===== config.mk =====
export PLATFORM = sky130hd
export DESIGN_NAME = bst_front
export DESIGN_NICKNAME = d
export VERILOG_FILES = /design/src/sv/bst_pkg.sv /design/src/sv/bst_front.sv
export VERILOG_INCLUDE_DIRS = /design/src /design/src/sv
export SDC_FILE = /design/constraint.sdc
export NUM_CORES = 1
export LEC_CHECK = 0
export BUFFER_PORTS_ARGS = -buffer_cell sky130_fd_sc_hd__clkbuf_2
export CAP_MARGIN = 30
export CORE_ASPECT_RATIO = 0.75
export CORE_MARGIN = 3
export CORE_UTILIZATION = 55
export CTS_CLUSTER_SIZE = 24
export DETAILED_ROUTE_END_ITERATION = 12
export PLACE_DENSITY = 0.85
export SYNTH_ARGS = -nofsm -noshare
export SYNTH_HDL_FRONTEND = slang
export SYNTH_SLANG_ARGS = --single-unit

===== constraint.sdc =====
create_clock -name clk -period 5.5 [get_ports clk]
set_input_delay 0.275 -clock clk [delete_from_list [all_inputs] [get_ports clk]]
set_output_delay 0.275 -clock clk [all_outputs]
set_load 0.02 [all_outputs]

===== src/sv/breakpoint_slot_table_assert.svh =====
// Assertion macros for the breakpoint slot table.
// Used by the modules in this folder; no other dependencies.
`ifndef BREAKPOINT_SLOT_TABLE_ASSERT_SVH
`define BREAKPOINT_SLOT_TABLE_ASSERT_SVH
`ifndef NO_ASSERTIONS
`define BST_ASSERT(label, clk, rst, prop, msg) \
  label: assert property (@(posedge clk) disable iff (rst) (prop)) else $error(msg);
`define BST_ASSERT_NR(label, clk, prop, msg) \
  label: assert property (@(posedge clk) (prop)) else $error(msg);
`else
`define BST_ASSERT(label, clk, rst, prop, msg)
`define BST_ASSERT_NR(label, clk, prop, msg)
`endif
`endif


===== src/sv/bst_pkg.sv =====
// Shared types and constants for the breakpoint slot table.
// No dependencies.
`default_nettype none
package bst_pkg;
  localparam int Slots = 256;
  localparam int PageBytes = 64;
  localparam int CodeBytes = 16384;
  localparam int SlotW = $clog2(Slots);
  localparam int PageCount = CodeBytes / PageBytes + 1;
  localparam int PageW = $clog2(PageCount);
  localparam int OffW = $clog2(PageBytes);
  localparam int AddrW = $clog2(CodeBytes);

  localparam logic [1:0] OP_SET = 2'd0;
  localparam logic [1:0] OP_CLEAR = 2'd1;
  localparam logic [1:0] OP_LOOKUP = 2'd2;
  localparam logic [1:0] OP_CLEAR_ALL = 2'd3;

  localparam logic [2:0] ST_OK = 3'd0;
  localparam logic [2:0] ST_BAD_SIZE = 3'd1;
  localparam logic [2:0] ST_BAD_ADDR = 3'd2;
  localparam logic [2:0] ST_DUP = 3'd3;
  localparam logic [2:0] ST_FULL = 3'd4;
  localparam logic [2:0] ST_NOT_FOUND = 3'd5;

  localparam logic [31:0] OPC_SHORT = 32'h0000_9002;
  localparam logic [31:0] OPC_LONG = 32'h0010_0073;

  // A classified command as it travels from the front end to the back end.
  typedef struct packed {
    logic [1:0] func;
    logic [2:0] status;   // check result; ST_OK means the back end must act
    logic [AddrW-1:0] addr;
    logic [PageW-1:0] page;
    logic short_op;
  } cmd_t;
endpackage
`default_nettype wire


===== src/sv/bst_front.sv =====
// Front end: accepts words, checks size and address, pushes commands.
// Depends on bst_pkg and breakpoint_slot_table_assert.svh.
`default_nettype none
module bst_front import bst_pkg::*; (
  input  wire logic        clk,
  input  wire logic        rst,
  input  wire logic        valid,
  output logic             ready,
  input  wire logic [1:0]  func,
  input  wire logic [31:0] addr,
  input  wire logic [3:0]  bp_size,
  output logic             q_valid,
  input  wire logic        q_ready,
  output cmd_t             q_cmd
);
  localparam int Depth = 2;
  cmd_t q [Depth];
  logic wp, rp;
  logic [1:0] cnt;
  cmd_t c;
  logic [32:0] limit;

  always_comb begin
    limit = 33'(CodeBytes) - 33'(bp_size);
    c.func = func;
    c.addr = addr[AddrW-1:0];
    c.page = PageW'(addr >> OffW);
    c.short_op = (bp_size == 4'd2);
    c.status = ST_OK;
    if (func == OP_SET || func == OP_CLEAR) begin
      if (bp_size != 4'd2 && bp_size != 4'd4) begin
        c.status = ST_BAD_SIZE;
      end else if ({1'b0, addr} >= limit || addr[0]) begin
        c.status = ST_BAD_ADDR;
      end
    end else if (func == OP_LOOKUP && addr[31:AddrW] != '0) begin
      // Stored addresses are narrower than the bus, so a high address never matches.
      c.status = ST_NOT_FOUND;
    end
  end

  assign ready = (cnt != 2'(Depth));
  assign q_valid = (cnt != 2'd0);
  assign q_cmd = q[rp];

  always_ff @(posedge clk) begin
    if (rst) begin
      wp <= 1'b0;
      rp <= 1'b0;
      cnt <= 2'd0;
    end else begin
      if (valid && ready) begin
        q[wp] <= c;
        wp <= ~wp;
      end
      if (q_valid && q_ready) begin
        rp <= ~rp;
      end
      cnt <= cnt + 2'(valid && ready) - 2'(q_valid && q_ready);
    end
  end

  `include "breakpoint_slot_table_assert.svh"
  `BST_ASSERT(a_cnt_range, clk, rst, cnt <= 2'(Depth), "queue overfilled")
  `BST_ASSERT(a_no_push_full, clk, rst, !(cnt == 2'(Depth)) || !ready, "ready while full")
  `BST_ASSERT(a_cnt_step, clk, rst, (valid && ready && !(q_valid && q_ready)) |=> cnt != 2'd0, "count")
endmodule
`default_nettype wire


==> run summary, run 1 <==
### Timing
• **normalized max-slew margin** 0.386
• **number of hold-slack violations in the final timing report** 0
• **Final Hold Slack** 0.184 ns
• **Min Clock Period, post-route** 2.19 ns
• **worst setup margin** 3.31 ns
• **max-slew violations** 0
• **unrepaired setup endpoints after global routing** false
• **largest clock skew in the final design** 0.00609 ns
• **highest clock frequency the design can meet** 457 MHz
• **post-route fraction of the period consumed by the critical path** 0.398
• **Total Negative Setup Slacks** 0 ns
• **Worst-Margin Slew** 0.920 ns
• **Setup Viol. Count Final** 0

### Layout
• **Finished Core Util** 0.730
• **post-synthesis to final-layout area growth** 20.5%
• **summed area of non-filler cells in the final layout** 2810 um2
• **fraction of final layout cells with drive strength greater than 1** 0.448
• **final std cells w/o fill** 293
• **layout filler cell count** 273
• **Antenna Cells** 0
• **final-stage net count** 299

### Setup path
• **WP data arrival** 2.20 ns
• **kind of capture point of the worst setup path** flip-flop
• **worst reg2reg setup slack** 3.71 ns
• **Worst Path Class, Setup** primary input to flip-flop
• **Largest stage delay, worst path** 0.31 ns
• **number of cells traversed by the worst register-to-register path** 4
• **critical path cell sequence** clkbuf_2, nor3_1, ha_1, inv_1, ha_1, a21o_1, a21oi_1, a211oi_1, o311ai_0, a41oi_1
• **CP delay by family, top** compound AO/OA/AOI/OAI gates
• **CP Data Required Time** 5.51 ns
• **CP max FO** 5
• **buffers and inverters on the worst path** 2
• **start point of the critical path** bp_size[2]
• **crit-path most repeated cell** sky130_fd_sc_hd__ha_1
• **startpoint kind of the worst setup timing path** primary input
• **cell with the largest stage delay on the worst path** sky130_fd_sc_hd__o311ai_0
• **critical register-to-register path startpoint** cnt[0]
• **end of the worst register-to-register path** q[0][23]

### Placed design
• **DP Area** 2720 um2
• **placer's final routability congestion estimate** 0.817
• **detailed placer's ending HPWL** 3690 um
• **Placed Instances** 285
• **dpl ws** 3.01 ns
• **Port Buffers** 72

### Routing
• **DRC Markers** 0
• **final WL** 4690 um
• **router iterations before antenna repair** 4
• **initial DRC count** 99
• **post-DR vias/cell** 5.35
• **routed wire length per instance** 16.0 um
• **Antenna Nets Post-Route** 0
• **Vias** 1567

### Global route
• **total routing resource utilization after global routing** 0.201
• **via count of the first global-routing pass** 1689
• **grt total ovfl** 0
• **number of antenna violations at the first check in global routing** 0
• **maximum number of pins on one net before global-route repair** 22
• **first-pass GRT wire length** 7680 um

### Synthesis
• **top cells by area in the synthesized netlist** sky130_fd_sc_hd__edfxtp_1 54%, sky130_fd_sc_hd__mux2_2 10%, sky130_fd_sc_hd__ha_1 9.1%, sky130_fd_sc_hd__dfxtp_1 4.3%, sky130_fd_sc_hd__buf_4 2.6%
• **synthesized instance count** 169
• **Yosys top cell area share** 0.541
• **number of enable-type register cells in the synthesized netlist** 42
• **Mapped Nets** 228
• **per-instance average area after synthesis** 13.8 um2
• **Warnings, synthesis** 0
• **mapped cell area** 2330 um2
• **Synth Flop Type** sky130_fd_sc_hd__edfxtp_1
• **library cell occupying the most area in the post-synthesis netlist** sky130_fd_sc_hd__edfxtp_1
• **post-synthesis cell type count** 38
• **share of flip-flops with an asynchronous set or reset** 0
• **sequential share of the synthesized area** 0.584
• **total of flip-flops plus latches after synthesis** 47

### Floorplanning
• **# rows** 19
• **area of the core** 3850 um2
• **die area** 5070 um2
• **y dimension of the die** 62.4 um
• **IO Count** 73
• **effective utilization at floorplan** 0.606
• **horizontal die dimension** 81.2 um

### CTS
• **clock tree buffer depth** 2
• **maximum level of the CTS H-tree** 2
• **Post CTS Setup Buffer Count** 0
• **number of buffers inserted by hold repair at cts** 0
• **total clock buffers created by CTS** 5
• **clock tree root driver cell** sky130_fd_sc_hd__clkbuf_8
• **TritonCTS clock tree** yes
• **Sinks on Clock Net** 47
• **register clock-pin slew on the reported worst setup and hold paths** 0.08 ns
• **clock latency on the worst-skew pair** 0.29 ns
• **post-cts sizing count** 0

### Flow run
• **max capacitance violation total** 0

### Min path
• **end point of the most critical hold path** q[1][27]
• **worst min path class** primary input to flip-flop
• **min-delay src** func[0]
• **Cells on Worst Hold Path** 1

### Power and ir drop
• **Design Power** 984 uW
• **leakage power total** 1.20 nW
• **pwr/cell area** 350 nW/um2
• **maximum vdd ir drop** 0.183 mV

### Status
• **run status** complete, no violations

## worst max path at each step
stage / endpoint / slack [ns] / depth (start not counted)
3_3_place_gp: q[0][25] / 3.08 / 10
3_5_place_dp: q[1][25] / 3.01 / 10
5_1_grt: q[1][25] / 3.11 / 10
6_report: q[1][25] / 3.31 / 10
2_1_floorplan: q[1][0] / 2.73 / 3
4_1_cts: q[1][25] / 3.32 / 10
## kinds of logic after synthesis
group | after synthesis | synth area share
flip-flops | 47 | 0.584
AND/OR/NAND/NOR | 43 | 0.107
multiplexers | 23 | 0.110
buffers and inverters | 18 | 0.0418
adder cells (fa/ha/maj) | 17 | 0.0912
AO/OA/AOI/OAI | 13 | 0.0365
XOR/XNOR | 8 | 0.0300
## layout make-up
cell class                 instances  area, um2  share of cell area
sequential                        47       1360               0.484
multi-input combinational        104        883               0.314
timing repair buffer              74        375               0.134
clock inverter                     1       8.76             0.00312
inverter                           8       30.0              0.0107
tap                               52       65.1              0.0232
clock buffer                       7       86.3              0.0307
## state kept, by name (all words and copies together), names as in the netlist, named ones only
signal,flops
rp,1
cnt,2
wp,1
q,42
## cells in the mapped netlist (2+ instances only)
| library cell | count |
|---|---|
| sky130_fd_sc_hd__nor4_1 | 5 |
| sky130_fd_sc_hd__clkbuf_1 | 2 |
| sky130_fd_sc_hd__xor2_1 | 5 |
| sky130_fd_sc_hd__nor3_1 | 2 |
| sky130_fd_sc_hd__nand4_1 | 2 |
| sky130_fd_sc_hd__nor2b_1 | 2 |
| sky130_fd_sc_hd__xnor2_1 | 3 |
| sky130_fd_sc_hd__inv_1 | 8 |
| sky130_fd_sc_hd__and2_1 | 2 |
| sky130_fd_sc_hd__edfxtp_1 | 42 |
| sky130_fd_sc_hd__buf_4 | 8 |
| sky130_fd_sc_hd__nor2_1 | 9 |
| sky130_fd_sc_hd__mux2i_1 | 2 |
| sky130_fd_sc_hd__nand2_1 | 5 |
| sky130_fd_sc_hd__nand2b_1 | 2 |
| sky130_fd_sc_hd__dfxtp_1 | 5 |
| sky130_fd_sc_hd__mux2_2 | 21 |
| sky130_fd_sc_hd__nand3_1 | 4 |
| sky130_fd_sc_hd__and3_1 | 2 |
| sky130_fd_sc_hd__a21oi_1 | 4 |
| sky130_fd_sc_hd__ha_1 | 17 |
## where the power goes
part | switching, mW | internal [mW]
Combinational | 0.179 | 0.133
Sequential | 0.0325 | 0.430
Clock | 0.106 | 0.103
Total | 0.317 | 0.666
## per-layer routing
metal	global-route usage	wire (um)
met5	0	0
met4	0.0802	44
met3	0.0490	400
met2	0.331	2300
met1	0.254	1940
## layout by cell type, fill, tap and decap left out, types with 2 or more instances in the layout
master | netlist | layout
sky130_fd_sc_hd__a21oi_1 | 4 | 4
sky130_fd_sc_hd__nand2_1 | 5 | 5
sky130_fd_sc_hd__inv_1 | 8 | 8
sky130_fd_sc_hd__xnor2_1 | 3 | 3
sky130_fd_sc_hd__nor4_1 | 5 | 5
sky130_fd_sc_hd__and3_1 | 2 | 2
sky130_fd_sc_hd__mux2_2 | 21 | 21
sky130_fd_sc_hd__xor2_1 | 5 | 5
sky130_fd_sc_hd__dfxtp_1 | 5 | 5
sky130_fd_sc_hd__buf_4 | 8 | 2
sky130_fd_sc_hd__nand3_1 | 4 | 4
sky130_fd_sc_hd__ha_1 | 17 | 17
sky130_fd_sc_hd__nor2b_1 | 2 | 2
sky130_fd_sc_hd__mux2i_1 | 2 | 2
sky130_fd_sc_hd__nand2b_1 | 2 | 2
sky130_fd_sc_hd__clkbuf_8 | 0 | 6
sky130_fd_sc_hd__edfxtp_1 | 42 | 42
sky130_fd_sc_hd__clkbuf_2 | 0 | 72
sky130_fd_sc_hd__nor2_1 | 9 | 9
sky130_fd_sc_hd__and2_1 | 2 | 2
sky130_fd_sc_hd__nand4_1 | 2 | 2
Power figures use the tool's default switching activity.
==> run 2, diff against run 1 <==
--- a/config.mk
+++ b/config.mk
@@ -10,10 +10,10 @@
 export CAP_MARGIN = 30
 export CORE_ASPECT_RATIO = 0.75
 export CORE_MARGIN = 3
-export CORE_UTILIZATION = 55
+export CORE_UTILIZATION = 46
 export CTS_CLUSTER_SIZE = 24
 export DETAILED_ROUTE_END_ITERATION = 12
-export PLACE_DENSITY = 0.85
+export PLACE_DENSITY = 0.76
 export SYNTH_ARGS = -nofsm -noshare
 export SYNTH_HDL_FRONTEND = slang
 export SYNTH_SLANG_ARGS = --single-unit
==> constraint.sdc (replaced) <==
create_clock -name clk -period 1.76 [get_ports clk]
set_input_delay 0.088 -clock clk [delete_from_list [all_inputs] [get_ports clk]]
set_output_delay 0.088 -clock clk [all_outputs]
set_load 0.02 [all_outputs]
==> run 2 against run 1 <==
The flow now finishes with violations (setup timing). Critical path depth is the same. Largest power group unchanged. Design area grew 11%. Clock skew down 0.0035 ns. Global-route usage down 3.3 points. Worst setup slack worse by 3.4 ns. Wire length up 3.2%. Combinational power grew to 3.6 times the previous value. Via count increased by 4.1%. Sequential power rose to 3.0 times the previous value. Core utilization shrank 6.5 points. Non-clock buffer count grew 20.
==> run summary, run 2 (same netlist as run 1, synthesis figures left out) <==
### Status
• **run status** finished, violations left
• **violated checks** setup timing

### Setup path
• **critical register-to-register path startpoint** cnt[1]
• **startpoint kind of the worst setup timing path** primary input
• **end of the worst register-to-register path** cnt[1]
• **kind of capture point of the worst setup path** flip-flop
• **CP Data Required Time** 1.77 ns, -3.74 ns
• **worst reg2reg setup slack** 0.12 ns, -3.59 ns
• **Worst Path Class, Setup** primary input to flip-flop
• **CP max FO** 4, -1
• **WP data arrival** 1.82 ns, -0.38 ns
• **number of cells traversed by the worst register-to-register path** 7, +3

### Floorplanning
• **area of the core** 4680 um2, +21%
• **# rows** 21, +2
• **effective utilization at floorplan** 0.499, -0.107
• **y dimension of the die** 67.7 um, +8.4%
• **horizontal die dimension** 88.2 um, +8.7%
• **IO Count** 73, unchanged
• **die area** 5970 um2, +18%

### Routing
• **Vias** 1631, +4.1%
• **initial DRC count** 73, -26%
• **routed wire length per instance** 15.2 um, -5.0%
• **post-DR vias/cell** 5.13, -4.1%
• **Antenna Nets Post-Route** 0, unchanged
• **final WL** 4830 um, +3.2%
• **DRC Markers** 0, unchanged
• **router iterations before antenna repair** 4, unchanged

### CTS
• **maximum level of the CTS H-tree** 2, unchanged
• **clock tree root driver cell** sky130_fd_sc_hd__clkbuf_8
• **TritonCTS clock tree** yes
• **clock latency on the worst-skew pair** 0.29 ns, about the same
• **register clock-pin slew on the reported worst setup and hold paths** 0.08 ns, about the same
• **Sinks on Clock Net** 47, unchanged
• **total clock buffers created by CTS** 5, unchanged
• **clock tree buffer depth** 2, unchanged

### Power and ir drop
• **pwr/cell area** 1030 nW/um2, +190%
• **Design Power** 3.20 mW, +230%
• **leakage power total** 1.32 nW, +10%
• **maximum vdd ir drop** 0.428 mV, +130%

### Timing
• **Min Clock Period, post-route** 1.81 ns
• **unrepaired setup endpoints after global routing** true
• **number of hold-slack violations in the final timing report** 0, unchanged
• **highest clock frequency the design can meet** 553 MHz
• **largest clock skew in the final design** 0.00259 ns, -0.00350 ns
• **normalized max-slew margin** 0.821, +0.435
• **worst setup margin** -0.0490 ns, -3.36 ns
• **post-route fraction of the period consumed by the critical path** 1.03
• **Setup Viol. Count Final** 2, +2
• **Worst-Margin Slew** 0.267 ns, -0.653 ns
• **Final Hold Slack** 0.0103 ns, -0.174 ns
• **max-slew violations** 0, unchanged

### Flow run
• **max capacitance violation total** 0, unchanged

### Global route
• **grt total ovfl** 0, unchanged
• **number of antenna violations at the first check in global routing** 0, unchanged
• **maximum number of pins on one net before global-route repair** 22, unchanged
• **first-pass GRT wire length** 7400 um, -3.7%
• **via count of the first global-routing pass** 1576, -6.7%
• **total routing resource utilization after global routing** 0.168, -0.0330

### Layout
• **fraction of final layout cells with drive strength greater than 1** 0.533, +0.0844
• **largest registers** q: 42 flops, cnt: 2 flops
• **sequential cell area in the final layout** 1360 um2, unchanged
• **Finished Core Util** 0.664, -0.0654
• **Antenna Cells** 0, unchanged
• **post-synthesis to final-layout area growth** 33.2%
• **register ranked first by flip-flop count** q
• **layout filler cell count** 351, +29%
• **final std cells w/o fill** 318, +8.5%
• **number of flip-flops under the largest register name** 42, unchanged
• **area used by multi-input combinational logic** 980 um2, +11%
• **commonest cells after routing, fill and taps aside** 69 x sky130_fd_sc_hd__clkbuf_2, 42 x sky130_fd_sc_hd__edfxtp_1, 21 x sky130_fd_sc_hd__mux2_2
• **final-stage net count** 319, +6.7%
• **most common cell after layout, fill and taps aside** sky130_fd_sc_hd__clkbuf_2

### Min path
• **Cells on Worst Hold Path** 1, unchanged
• **min-delay src** addr[9]
• **end point of the most critical hold path** q[1][19]
• **worst min path class** primary input to flip-flop

### Placed design
• **Port Buffers** 72, unchanged
• **placer's final routability congestion estimate** 1.00, +22%
• **Placed Instances** 307, +7.7%
• **detailed placer's ending HPWL** 3640 um, -1.4%

==> run 2: worst max-delay path, cell delays in order <==
cell                       delay (ns)
sky130_fd_sc_hd__buf_8           0.10
sky130_fd_sc_hd__nor3_4          0.19
sky130_fd_sc_hd__ha_1            0.28
sky130_fd_sc_hd__inv_2           0.07
sky130_fd_sc_hd__ha_4            0.19
sky130_fd_sc_hd__a21o_1          0.18
sky130_fd_sc_hd__a21oi_2         0.15
sky130_fd_sc_hd__a211oi_2        0.08
sky130_fd_sc_hd__o311ai_1        0.29
sky130_fd_sc_hd__a41oi_1         0.19
==> run 2: worst max-delay path by stage <==
stage / start / end / slack, ns / depth (start not counted)
final: bp_size[2] / q[1][25] / -0.05 / 10
after global routing: bp_size[2] / q[1][25] / -0.12 / 10
after CTS: bp_size[0] / q[1][25] / 0.01 / 11
after detailed placement: bp_size[0] / q[1][25] / -0.34 / 11
after global placement: bp_size[0] / q[0][25] / -0.23 / 11
after floorplan: bp_size[0] / q[0][25] / 0.01 / 9
==> run 2: report_power, final <==
part           switching, mW  internal [mW]  total [mW]  leakage (nW)
clock network          0.329          0.358       0.687        0.0515
logic                  0.640          0.489        1.13         0.845
registers             0.0435           1.34        1.39         0.427
total                   1.01           2.19        3.20          1.32
==> run 2: metal layers <==
metal | wire length (um) | track usage
met1 | 2140 | 0.231
met2 | 2290 | 0.260
met3 | 348 | 0.0378
met4 | 54 | 0.0679
met5 | 0 | 0
==> run 2: stage by stage <==
| stage | setup slack [ns] | TNS [ns] | instance area, um2 |
|---|---|---|---|
| final | -0.0490 | -0.0979 | 3110 |
| after global routing | -0.123 | -0.247 | 3110 |
| after CTS | 0.0106 | 0 | 3000 |
| after detailed placement | -0.336 | -0.672 | 2890 |
| after global placement | -0.235 | -0.469 | 2890 |
| after floorplan | 0.0125 | 0 | 2370 |
==> run 2: final cells by class <==
class                           instances  area share
Sequential cell                        47       0.438
Tap cell                               57      0.0230
Multi-Input combinational cell        104       0.315
Timing Repair Buffer                   94       0.181
Inverter                                8      0.0105
Clock buffer                            8      0.0322
==> run 2: what timing repair did <==
action,4_1_cts,5_1_grt
pin swaps,1,8
endpoints found under the hold margin,2,1
buffers inserted,0,1
gates cloned,0,0
resized for setup,0,22
hold buffers,1,1
setup endpoints to repair,2,2
